[config.mk]
export PLATFORM = sky130hd
export DESIGN_NAME = identifier_lexer_line_column
export DESIGN_NICKNAME = d
export VERILOG_FILES = /design/src/rtl/core/idlex_pkg.sv /design/src/rtl/core/idlex_scan.sv /design/src/rtl/core/idlex_outq.sv /design/src/rtl/core/identifier_lexer_line_column.sv
export SDC_FILE = /design/constraint.sdc
export NUM_CORES = 1
export LEC_CHECK = 0
export ABC_AREA = 1
export BUFFER_PORTS_ARGS = -buffer_cell sky130_fd_sc_hd__buf_2
export CAP_MARGIN = 20
export CORE_ASPECT_RATIO = 1.4
export CORE_MARGIN = 5
export CORE_UTILIZATION = 58
export DETAILED_ROUTE_END_ITERATION = 10
export HOLD_SLACK_MARGIN = 0.12
export PLACE_DENSITY = 0.81
export SYNTH_ARGS = -nofsm -noshare
export SYNTH_HDL_FRONTEND = slang
export SYNTH_SLANG_ARGS = --single-unit
[constraint.sdc]
create_clock -name i_clk -period 5.3 [get_ports i_clk]
set_input_delay 0.265 -clock i_clk [delete_from_list [all_inputs] [get_ports i_clk]]
set_output_delay 0.265 -clock i_clk [all_outputs]
set_load 0.02 [all_outputs]
[src/rtl/core/idlex_pkg.sv]
// Shared types and constants for the identifier lexer with line/column tracking.
// Used by idlex_scan, idlex_outq, the top level and the checker.
package idlex_pkg;

    // Field widths
    localparam int LINE_W      = 24;
    localparam int COL_W       = 16;
    localparam int TOK_LEN_W   = 8;
    localparam int BYTE_W      = 8;

    // Identifier length counter; saturates at MAX_IDENT_LEN
    localparam int MAX_IDENT_LEN = 255;
    localparam int ID_LEN_W      = $clog2(MAX_IDENT_LEN + 1);

    localparam logic [LINE_W-1:0]   LINE_MAX = '1;
    localparam logic [COL_W-1:0]    COL_MAX  = '1;
    localparam logic [ID_LEN_W-1:0] ID_LEN_MAX = ID_LEN_W'(MAX_IDENT_LEN);

    // Byte codes
    localparam logic [BYTE_W-1:0] CH_TAB   = 8'h09;
    localparam logic [BYTE_W-1:0] CH_LF    = 8'h0A;
    localparam logic [BYTE_W-1:0] CH_CR    = 8'h0D;
    localparam logic [BYTE_W-1:0] CH_SPACE = 8'h20;
    localparam logic [BYTE_W-1:0] CH_HASH  = 8'h23;
    localparam logic [BYTE_W-1:0] CH_UNDER = 8'h5F;
    localparam logic [BYTE_W-1:0] UTF8_TOP_MASK = 8'hC0;
    localparam logic [BYTE_W-1:0] UTF8_CONT     = 8'h80;

    // Result kinds
    typedef enum logic [1:0] {
        KIND_IDENT = 2'd0,
        KIND_ERROR = 2'd1,
        KIND_END   = 2'd2
    } t_kind;

    // Scanner modes, one-hot
    typedef enum logic [3:0] {
        MODE_SKIP    = 4'b0001,
        MODE_COMMENT = 4'b0010,
        MODE_IDENT   = 4'b0100,
        MODE_HALT    = 4'b1000
    } t_mode;

    typedef struct packed {
        logic [LINE_W-1:0] line;
        logic [COL_W-1:0]  col;
    } t_pos;

    typedef struct packed {
        t_kind                kind;
        logic [LINE_W-1:0]    line;
        logic [COL_W-1:0]     col;
        logic [TOK_LEN_W-1:0] len;
        logic                 last;
    } t_result;

    // Results produced by one accepted item (count is 0, 1 or 2)
    typedef struct packed {
        logic [1:0] count;
        t_result    r0;
        t_result    r1;
    } t_push;

endpackage

[src/rtl/core/idlex_scan.sv]
// Scanner state and per-byte decode: updates position/mode on each item and
// forms up to two results. Depends on idlex_pkg.
module idlex_scan (
    input  logic                        i_clk,
    input  logic                        i_rst_n,
    input  logic                        i_take,
    input  logic [idlex_pkg::BYTE_W-1:0] i_source_byte,
    input  logic                        i_final_byte,
    output idlex_pkg::t_push            o_push
);

    idlex_pkg::t_mode                    r_mode, n_mode;
    idlex_pkg::t_pos                     r_pos, n_pos;
    idlex_pkg::t_pos                     r_start, n_start;
    logic [idlex_pkg::ID_LEN_W-1:0]      r_len, n_len;

    logic                                is_blank, is_start, is_name;
    idlex_pkg::t_pos                     pos_adv;
    idlex_pkg::t_result                  res [2];
    logic [1:0]                          cnt;
    logic                                err;
    logic                                do_skip;

    // Position after consuming a byte: newline bumps line and resets column to 1, other
    // non-continuation bytes bump column; line and column saturate.
    function automatic idlex_pkg::t_pos advance(idlex_pkg::t_pos p,
                                               logic [idlex_pkg::BYTE_W-1:0] b);
        idlex_pkg::t_pos q;
        q = p;
        if (b == idlex_pkg::CH_LF) begin
            if (p.line != idlex_pkg::LINE_MAX) q.line = p.line + 1'b1;
            q.col = idlex_pkg::COL_W'(1);
        end else if ((b & idlex_pkg::UTF8_TOP_MASK) != idlex_pkg::UTF8_CONT) begin
            if (p.col != idlex_pkg::COL_MAX) q.col = p.col + 1'b1;
        end
        return q;
    endfunction

    // Reported length saturates at the 8-bit field
    function automatic logic [idlex_pkg::TOK_LEN_W-1:0] rep_len(
            logic [idlex_pkg::ID_LEN_W-1:0] v);
        if (32'(v) > 32'd255) return '1;
        return idlex_pkg::TOK_LEN_W'(v);
    endfunction

    function automatic idlex_pkg::t_result mk_res(idlex_pkg::t_kind k,
                                                 idlex_pkg::t_pos p,
                                                 logic [idlex_pkg::TOK_LEN_W-1:0] l);
        idlex_pkg::t_result r;
        r.kind = k;
        r.line = p.line;
        r.col  = p.col;
        r.len  = l;
        r.last = 1'b0;
        return r;
    endfunction

    // Byte classes
    assign is_blank = (i_source_byte == idlex_pkg::CH_SPACE) ||
                      (i_source_byte == idlex_pkg::CH_TAB) ||
                      (i_source_byte == idlex_pkg::CH_CR) ||
                      (i_source_byte == idlex_pkg::CH_LF);
    assign is_start = (i_source_byte inside {[8'h61:8'h7A], [8'h41:8'h5A]}) ||
                      (i_source_byte == idlex_pkg::CH_UNDER);
    assign is_name  = is_start || (i_source_byte inside {[8'h30:8'h39]});
    assign pos_adv  = advance(r_pos, i_source_byte);

    // Next-state and result formation
    always_comb begin
        n_mode  = r_mode;
        n_pos   = r_pos;
        n_start = r_start;
        n_len   = r_len;
        res[0]  = '0;
        res[1]  = '0;
        cnt     = 2'd0;
        err     = 1'b0;
        do_skip = 1'b0;

        case (r_mode)
            idlex_pkg::MODE_SKIP: begin
                do_skip = 1'b1;
            end
            idlex_pkg::MODE_COMMENT: begin
                n_pos = pos_adv;
                if (i_source_byte == idlex_pkg::CH_LF) n_mode = idlex_pkg::MODE_SKIP;
            end
            idlex_pkg::MODE_IDENT: begin
                if (is_name) begin
                    if (r_len != idlex_pkg::ID_LEN_MAX) n_len = r_len + 1'b1;
                    n_pos = pos_adv;
                end else begin
                    // terminating byte emits the token, then is scanned as a blank-skip byte
                    res[0]  = mk_res(idlex_pkg::KIND_IDENT, r_start, rep_len(r_len));
                    cnt     = 2'd1;
                    n_len   = '0;
                    n_mode  = idlex_pkg::MODE_SKIP;
                    do_skip = 1'b1;
                end
            end
            default: ;
        endcase

        // Byte where a name may start
        if (do_skip) begin
            if (is_blank) begin
                n_pos  = pos_adv;
                n_mode = idlex_pkg::MODE_SKIP;
            end else if (i_source_byte == idlex_pkg::CH_HASH) begin
                n_pos  = pos_adv;
                n_mode = idlex_pkg::MODE_COMMENT;
            end else if (is_start) begin
                n_start = r_pos;
                n_len   = idlex_pkg::ID_LEN_W'(1);
                n_pos   = pos_adv;
                n_mode  = idlex_pkg::MODE_IDENT;
            end else begin
                res[cnt[0]] = mk_res(idlex_pkg::KIND_ERROR, r_pos, '0);
                cnt         = cnt + 2'd1;
                n_mode      = idlex_pkg::MODE_HALT;
                err         = 1'b1;
            end
        end

        // End of source: flush open identifier, emit end unless this byte raised an error, return to reset state
        if (i_final_byte) begin
            if (n_mode == idlex_pkg::MODE_IDENT) begin
                res[cnt[0]] = mk_res(idlex_pkg::KIND_IDENT, n_start, rep_len(n_len));
                cnt         = cnt + 2'd1;
            end
            if (!err) begin
                res[cnt[0]] = mk_res(idlex_pkg::KIND_END, n_pos, '0);
                cnt         = cnt + 2'd1;
            end
            n_mode     = idlex_pkg::MODE_SKIP;
            n_pos.line = idlex_pkg::LINE_W'(1);
            n_pos.col  = idlex_pkg::COL_W'(1);
            n_start    = n_pos;
            n_len      = '0;
        end

        // Flag the final result of this item
        if (cnt == 2'd2) res[1].last = 1'b1;
        else if (cnt == 2'd1) res[0].last = 1'b1;
    end

    assign o_push.count = i_take ? cnt : 2'd0;
    assign o_push.r0    = res[0];
    assign o_push.r1    = res[1];

    // State registers
    always_ff @(posedge i_clk) begin
        if (!i_rst_n) begin
            r_mode       <= idlex_pkg::MODE_SKIP;
            r_pos.line   <= idlex_pkg::LINE_W'(1);
            r_pos.col    <= idlex_pkg::COL_W'(1);
            r_start.line <= idlex_pkg::LINE_W'(1);
            r_start.col  <= idlex_pkg::COL_W'(1);
            r_len        <= '0;
        end else if (i_take) begin
            r_mode  <= n_mode;
            r_pos   <= n_pos;
            r_start <= n_start;
            r_len   <= n_len;
        end
    end

endmodule

[src/rtl/core/idlex_outq.sv]
// Four-entry result queue: takes up to two results per cycle, hands out one while i_ready is high.
// Input side is ready while at least two entries are free. Depends on idlex_pkg.
module idlex_outq (
    input  logic               i_clk,
    input  logic               i_rst_n,
    input  idlex_pkg::t_push   i_push,
    output logic               o_room,
    output logic               o_valid,
    input  logic               i_ready,
    output idlex_pkg::t_result o_result
);

    idlex_pkg::t_result r_q [4];
    logic [1:0]         r_wr, n_wr;
    logic [1:0]         r_rd, n_rd;
    logic [2:0]         r_cnt, n_cnt;
    logic               pop;

    assign o_room   = (r_cnt <= 3'd2);
    assign o_valid  = (r_cnt != 3'd0);
    assign o_result = r_q[r_rd];
    assign pop      = o_valid && i_ready;

    // Pointer and fill bookkeeping
    always_comb begin
        n_wr  = r_wr + i_push.count;
        n_rd  = r_rd + {1'b0, pop};
        n_cnt = r_cnt + {1'b0, i_push.count} - {2'b0, pop};
    end

    always_ff @(posedge i_clk) begin
        if (!i_rst_n) begin
            r_wr  <= '0;
            r_rd  <= '0;
            r_cnt <= '0;
        end else begin
            r_wr  <= n_wr;
            r_rd  <= n_rd;
            r_cnt <= n_cnt;
        end
    end

    // Entry writes
    always_ff @(posedge i_clk) begin
        if (i_push.count != 2'd0) r_q[r_wr] <= i_push.r0;
        if (i_push.count == 2'd2) r_q[r_wr + 2'd1] <= i_push.r1;
    end

endmodule

[src/rtl/core/identifier_lexer_line_column.sv]
// Identifier lexer with line/column tracking: top level.
// A result enters the result queue when its byte is accepted and is offered once
// earlier results have left. Throughput: one byte per cycle while o_ready is high;
// a byte's two results leave in turn, and the four-entry result queue takes up the slack.
// Reset (synchronous, active low): line 1, column 1, skipping blanks, queue empty.
module identifier_lexer_line_column (
    input  logic                            i_clk,
    input  logic                            i_rst_n,
    input  logic                            i_valid,
    output logic                            o_ready,
    input  logic [idlex_pkg::BYTE_W-1:0]    i_source_byte,
    input  logic                            i_final_byte,
    output logic                            o_valid,
    input  logic                            i_ready,
    output logic [1:0]                      o_kind,
    output logic [idlex_pkg::LINE_W-1:0]    o_line_number,
    output logic [idlex_pkg::COL_W-1:0]     o_column_number,
    output logic [idlex_pkg::TOK_LEN_W-1:0] o_token_length,
    output logic                            o_last_of_run
);

    idlex_pkg::t_push   push;
    idlex_pkg::t_result result;
    logic               room;
    logic               take;

    assign o_ready = room;
    assign take    = i_valid && room;

    // Byte decode and scanner state
    idlex_scan u_scan (
        .i_clk         (i_clk),
        .i_rst_n       (i_rst_n),
        .i_take        (take),
        .i_source_byte (i_source_byte),
        .i_final_byte  (i_final_byte),
        .o_push        (push)
    );

    // Result queue toward the output channel
    idlex_outq u_outq (
        .i_clk    (i_clk),
        .i_rst_n  (i_rst_n),
        .i_push   (push),
        .o_room   (room),
        .o_valid  (o_valid),
        .i_ready  (i_ready),
        .o_result (result)
    );

    assign o_kind          = result.kind;
    assign o_line_number   = result.line;
    assign o_column_number = result.col;
    assign o_token_length  = result.len;
    assign o_last_of_run   = result.last;

endmodule

=== Word-level counts from Yosys, hierarchy flattened ===
Memories as Yosys holds them, arrays and structs flattened. A register that Yosys moved wholly into a read port is not among the register bits.
Cells that the tools add are included.

* Bits in registers: 99
* Bits in writable memories: 204
* Input port bits: 13
* Output and inout port bits: 53
* Word-level logic and storage cells: 147
* Memories: 1

* $add $sub $neg: 11
* Order comparisons: 13
* Equality and inequality tests: 17
* Muxes and demuxes: 77
* Bitwise operators: 3
* Reduce and logical (&&, ||, !) cells: 16

{| class="wikitable"
|+ Memory list
! name !! depth !! width !! rd ports !! clocked after Yosys merged registers in !! wr ports !! RTL line !! RTL
|-
| u_outq.r_q || 4 || 51 || 1 || 1 || 2 || idlex_outq.sv:13 || <nowiki>idlex_pkg::t_result r_q [4];</nowiki>
|}

{| class="wikitable"
|+ Operators by type and width
! kind !! count
|-
| $mux W102 || 8
|-
| $mux W40 || 11
|-
| $bwmux W102 || 3
|-
| $mux W51 || 4
|-
| $demux W51 S1 || 3
|-
| $pmux W40 S2 || 1
|-
| $mux W8 || 8
|-
| $mux W49 || 1
|-
| $mux W16 || 3
|-
| $mux W24 || 2
|-
| $mux W4 || 7
|-
| $add A24 B1 Y24 const B || 1
|-
| $eq A8 B4 Y1 const B || 3
|-
| $ne A24 B24 Y1 const B || 1
|-
| $mux W2 || 11
|-
| $add A16 B1 Y16 const B || 1
|-
| $eq A8 B6 Y1 const B || 2
|-
| $ge A8 B7 Y1 const B || 2
|-
| $le A8 B7 Y1 const B || 2
|-
| $ne A16 B16 Y1 const B || 1
|-
| $mux W1 || 13
|-
| $add A2 B1 Y2 const B || 4
|-
| $add A8 B1 Y8 const B || 1
|-
| $eq A4 B3 Y1 const B || 2
|-
| other kinds (23) || 42
|}

=== Logic depth before layout (Yosys ltp) ===
* Depth in word-level cells: 25
* Mapped depth: 27
* Mapped depth without buffers: 27

=== Cells and area by module ===
From an unflattened synthesis, not the netlist that was laid out.

* Cells, all modules: 2601
* Area total of the unflattened synthesis: 18963.2 µm²

{| class="wikitable"
|+ Modules (own cells, without submodules)
! module !! instances !! cells each !! area each (µm²) !! seq. area each (µm²)
|-
| idlex_outq || 1 || 1060 || 10373.7 || 6266.0
|-
| idlex_scan || 1 || 1539 || 8582.0 || 1841.8
|-
| identifier_lexer_line_column || 1 || 2 || 7.5 || 0.0
|}

=== Least setup slack after synthesis ===
No wires, ideal clock.

* Kind: flip-flop to flip-flop
* Start: register u_scan.r_mode[3]
* End: memory u_outq.r_q[3][0] (netlist name), enable pin
* Data arrival time: 3967 ps
* Data required time: 4890 ps
* Slack: 923 ps
* Stages on the path, launching flop included: 16
* Path buffers: 1
* Period minus slack after synthesis: 4377 ps
* Cells stage by stage: dfxtp_1 > nor4_4 > nand3_4 > inv_2 > ha_1 > or2_1 > o21ai_2 > inv_1 > nand3_4 > nand2_1 > ha_1 > nand2_1 > o21ai_2 > nand4_2 > buf_2 > nand2_1

{| class="wikitable"
|+ RTL lines
! item !! RTL line !! RTL
|-
| start, declared || idlex_scan.sv:12 || <nowiki>idlex_pkg::t_mode r_mode, n_mode;</nowiki>
|-
| start signal, assigned || idlex_scan.sv:154 || <nowiki>r_mode <= idlex_pkg::MODE_SKIP;</nowiki>
|-
| start signal, assigned || idlex_scan.sv:161 || <nowiki>r_mode <= n_mode;</nowiki>
|-
| end, declared || idlex_outq.sv:13 ||
|}

==> summary.md <==
| Metric | Value |
|---|---|
| Max stage delay on crit path | 0.99 ns |
| Port bufs | 65 |
| DRC | 0 |
| Filler cells | 3,072 |
| Initial antenna violation count | 1 |
| Inserted Clock Buffers | 29 |
| Layout Skew | 0.0157 ns |
| Status | finished clean |
| Max Used Layer | met5 |
| Critical Path, Cell by Cell | nor4_4 > nand3_4 > inv_2 > ha_1 > or2_1 > o21ai_2 > inv_1 > nand3_4 > nand2_1 > ha_1 > nand2_1 > o21ai_4 > buf_4 > or2_2 > nand2_1 |
| Worst Setup Slack, final | 0.549 ns |
| Synthesized cell area | 20,300 um2 |
| Seq/Total Area, Yosys | 39.9% |
| Crit path required time | 5.57 ns |
| Largest net degree at the start of global routing | 173 |
| Post-Syn Instances | 2,934 |
| Detailed placement HPWL | 40,700 um |
| Resize count post-CTS | 0 |
| Maxcap violations | 0 |
| Worst setup EP type | register |
| Via count | 20,800 |
| Slowest stage cell, crit path | buf_4 |
| First-pass DRT Iterations | 7 |
| Synth Register Bits | 303 |
| CTS tree | done |
| Final worst-path cycle share | 89.6% |
| Shortest period the worst path allows | 4.75 ns |
| Worst hold endpoint | u_scan.r_len[5] |
| Internal power | 0.00501 W |
| Setup CP Type | register to register |
| Relative slew slack | 22.7% |
| Root Buffer | clkbuf_16 |
| Core Util, Final | 62.5% |
| Critical path launch point type | register |
| Hold path depth | 4 |
| Die width | 168 um |
| Clock Pin Slew Worst Setup and Hold Paths | 0.07 ns |
| Post-synth top flop | edfxtp_1 |
| Top-level I/O count | 66 |
| Area Overhead vs Synth | 6.93% |
| Total global-route track usage | 32.6% |
| Yosys warning total | 0 |
| Hold_buf cts | 1 |
| PD cells | 395 nW/um2 |
| # rows | 81 |
| Insertion delay to the later sink of the worst-skew pair | 0.57 ns |
| Metal2 WL | 30,700 um |
| Place WS | 0.645 ns |
| GP Congestion | 0.922 |
| Setup TNS Final | 0 ns |
| Syn nets | 2,961 |
| Clock sink count | 303 |
| Psw | 0.00358 W |
| Vias per inst | 6.23 |
| Worst Hold Launch | i_valid |
| Combinational Power Share | 39.0% |
| Die ar. | 38,900 um2 |
| Routed Antenna Nets | 0 |
| Max Slew Vio Count | 0 |
| Drt total wl | 65,200 um |
| Die height | 231 um |
| Iter 0 DRT Violations | 2,473 |
| CP Max Fanout | 113 |
| Max Fclk | 210 MHz |
| Final setup viols | 0 |
| Clock share of power | 26.1% |
| Max VDD drop | 0.339 mV |
| Clock Tree Buf Depth | 3 |
| Vias in the first global route | 19,900 |
| H-tree depth | 1 |
| Cell mode on critical path | nand2_1 |
| Final Hold Vio Count | 0 |
| Final Non-Filler Cells | 3,339 |
| Share of cells above drive strength 1 | 9.33% |
| Switching Fraction | 41.7% |
| RSZ-0062 raised after global routing | no |
| WL met1 | 24,500 um |
| First-pass GRT wire length | 104,000 um |
| Core area | 34,800 um2 |
| Number of flops mapped to enable cells by yosys | 204 |
| Worst reg-to-reg path cell count | 15 |
| Multi-input combinational cell area | 10,500 um2 |
| Post-CTS Setup Repair Bufs | 0 |
| Synth unique cells | 46 |
| LEAKAGE | 9.02 nW |
| Initial Util | 58.5% |
| Storage element area | 8110 um2 |
| Placed insts | 3,285 |
| Worst R2R Setup Slack | 0.55 ns |
| FF-to-FF End | u_outq.r_q[0][0] |
| Critical path arrival | 5.03 ns |
| Sequential Power Share | 34.8% |
| Fraction of registers with async set/reset | 0% |
| Worst Max-Slew Pin Slew | 1.16 ns |
| Metal3 WL | 7430 um |
| Antenna diodes | 0 |
| Fin nets | 2,889 |
| Mean Syn Cell Area | 6.93 um2 |
| Worst R2R Start | u_scan.r_mode[3] |
| GRT overflow | 0 |
| DR WL/cell | 19.5 um |
| Hold crit path type | input port to register |
==> layout by cell type, fill, tap and decap left out, drive strengths merged, types with 33 or more instances in the layout <==
cell type | synthesis | final
or2 | 54 | 54
a21oi | 125 | 125
dfxtp | 99 | 99
edfxtp | 204 | 204
o22ai | 64 | 64
nand3 | 130 | 130
nand4 | 190 | 190
inv | 211 | 215
nand2 | 940 | 940
o21ai | 318 | 318
nor3 | 55 | 55
nor2 | 233 | 233
clkbuf | 139 | 33
buf | 76 | 111
==> power groups by stage <==
| stage | Combinational [W] | Sequential [W] | Clock [W] |
|---|---|---|---|
| 2_1_floorplan | 0.00227 | 0.00303 | 0 |
| 3_3_place_gp | 0.00319 | 0.00303 | 0 |
| 3_5_place_dp | 0.00326 | 0.00304 | 0 |
| 4_1_cts | 0.00328 | 0.00299 | 0.00226 |
| 5_1_grt | 0.00360 | 0.00302 | 0.00235 |
| 6_report | 0.00335 | 0.00299 | 0.00225 |
==> flip-flops by register name (all words and copies together), names as in the netlist <==
name            cells
u_outq.r_cnt        3
u_outq.r_q        204
u_outq.r_rd         2
u_outq.r_wr         2
u_scan.r_len        8
u_scan.r_mode       4
u_scan.r_pos       40
u_scan.r_start     40
==> metrics by stage <==
step	power [W]	area, um2	hold WS [ns]
2_1_floorplan	0.00529	20300	0.445
3_3_place_gp	0.00622	20700	0.455
3_5_place_dp	0.00630	20700	0.458
4_1_cts	0.00853	21700	0.362
5_1_grt	0.00897	21700	0.412
6_report	0.00859	21700	0.389
==> logic make-up after synthesis <==
family | Yosys count | synth area share [%]
compound gates | 548 | 14.5
xor+xnor | 26 | 1.12
fa+ha+maj | 14 | 0.899
buf+inv | 433 | 8.82
flops | 303 | 39.9
simple gates | 1610 | 34.7
==> cell type report <==
| class | instances | share of cell area (%) |
|---|---|---|
| clock buffers | 33 | 3.50 |
| clock inverters | 19 | 1.17 |
| inverters | 218 | 3.77 |
| multi-input cells | 2198 | 48.3 |
| flip-flops and latches | 303 | 37.3 |
| well taps | 456 | 2.63 |
| repair buffers | 112 | 3.36 |
==> critical path: cells and delay by family, from the launching register on <==
family / cells / cell delay (ns)
AND/OR/NAND/NOR: 8 / 1.64
buffers and inverters: 3 / 1.38
adder cells (fa/ha/maj): 2 / 0.58
AO/OA/AOI/OAI: 2 / 0.46
flip-flops: 1 / 0.36
==> routing by layer <==
metal	global-route usage (%)	up-vias
met5	0	-
met4	13.9	2
met3	5.08	238
met2	53.8	1289
met1	42.6	9531
li1	-	9740
==> synth_stat cells, types with 43 or more instances <==
library cell / number / area (um2)
dfxtp_1: 99 / 1980
nand4_1: 186 / 1160
nand3_1: 125 / 626
clkbuf_1: 138 / 518
o22ai_1: 64 / 400
or2_2: 46 / 288
o21ai_0: 299 / 1500
nor2_1: 229 / 860
nand2_1: 932 / 3500
inv_1: 188 / 706
a21oi_1: 122 / 611
edfxtp_1: 204 / 6130
buf_2: 43 / 215
nor3_1: 55 / 275
==> how the worst max path moves through the flow <==
stage / slack, ns / depth (start not counted) / from / to
2_1_floorplan: 0.92 / 15 / u_scan.r_mode[3] / u_outq.r_q[3][0]
3_3_place_gp: 0.82 / 18 / u_scan.r_mode[3] / u_outq.r_q[3][41]
3_5_place_dp: 0.65 / 20 / i_source_byte[2] / u_outq.r_q[0][0]
4_1_cts: 0.65 / 18 / u_scan.r_mode[3] / u_outq.r_q[3][50]
5_1_grt: 0.31 / 15 / u_scan.r_mode[3] / u_outq.r_q[0][0]
6_report: 0.55 / 15 / u_scan.r_mode[3] / u_outq.r_q[0][0]
Note: power is estimated with default switching activity, not from simulation.
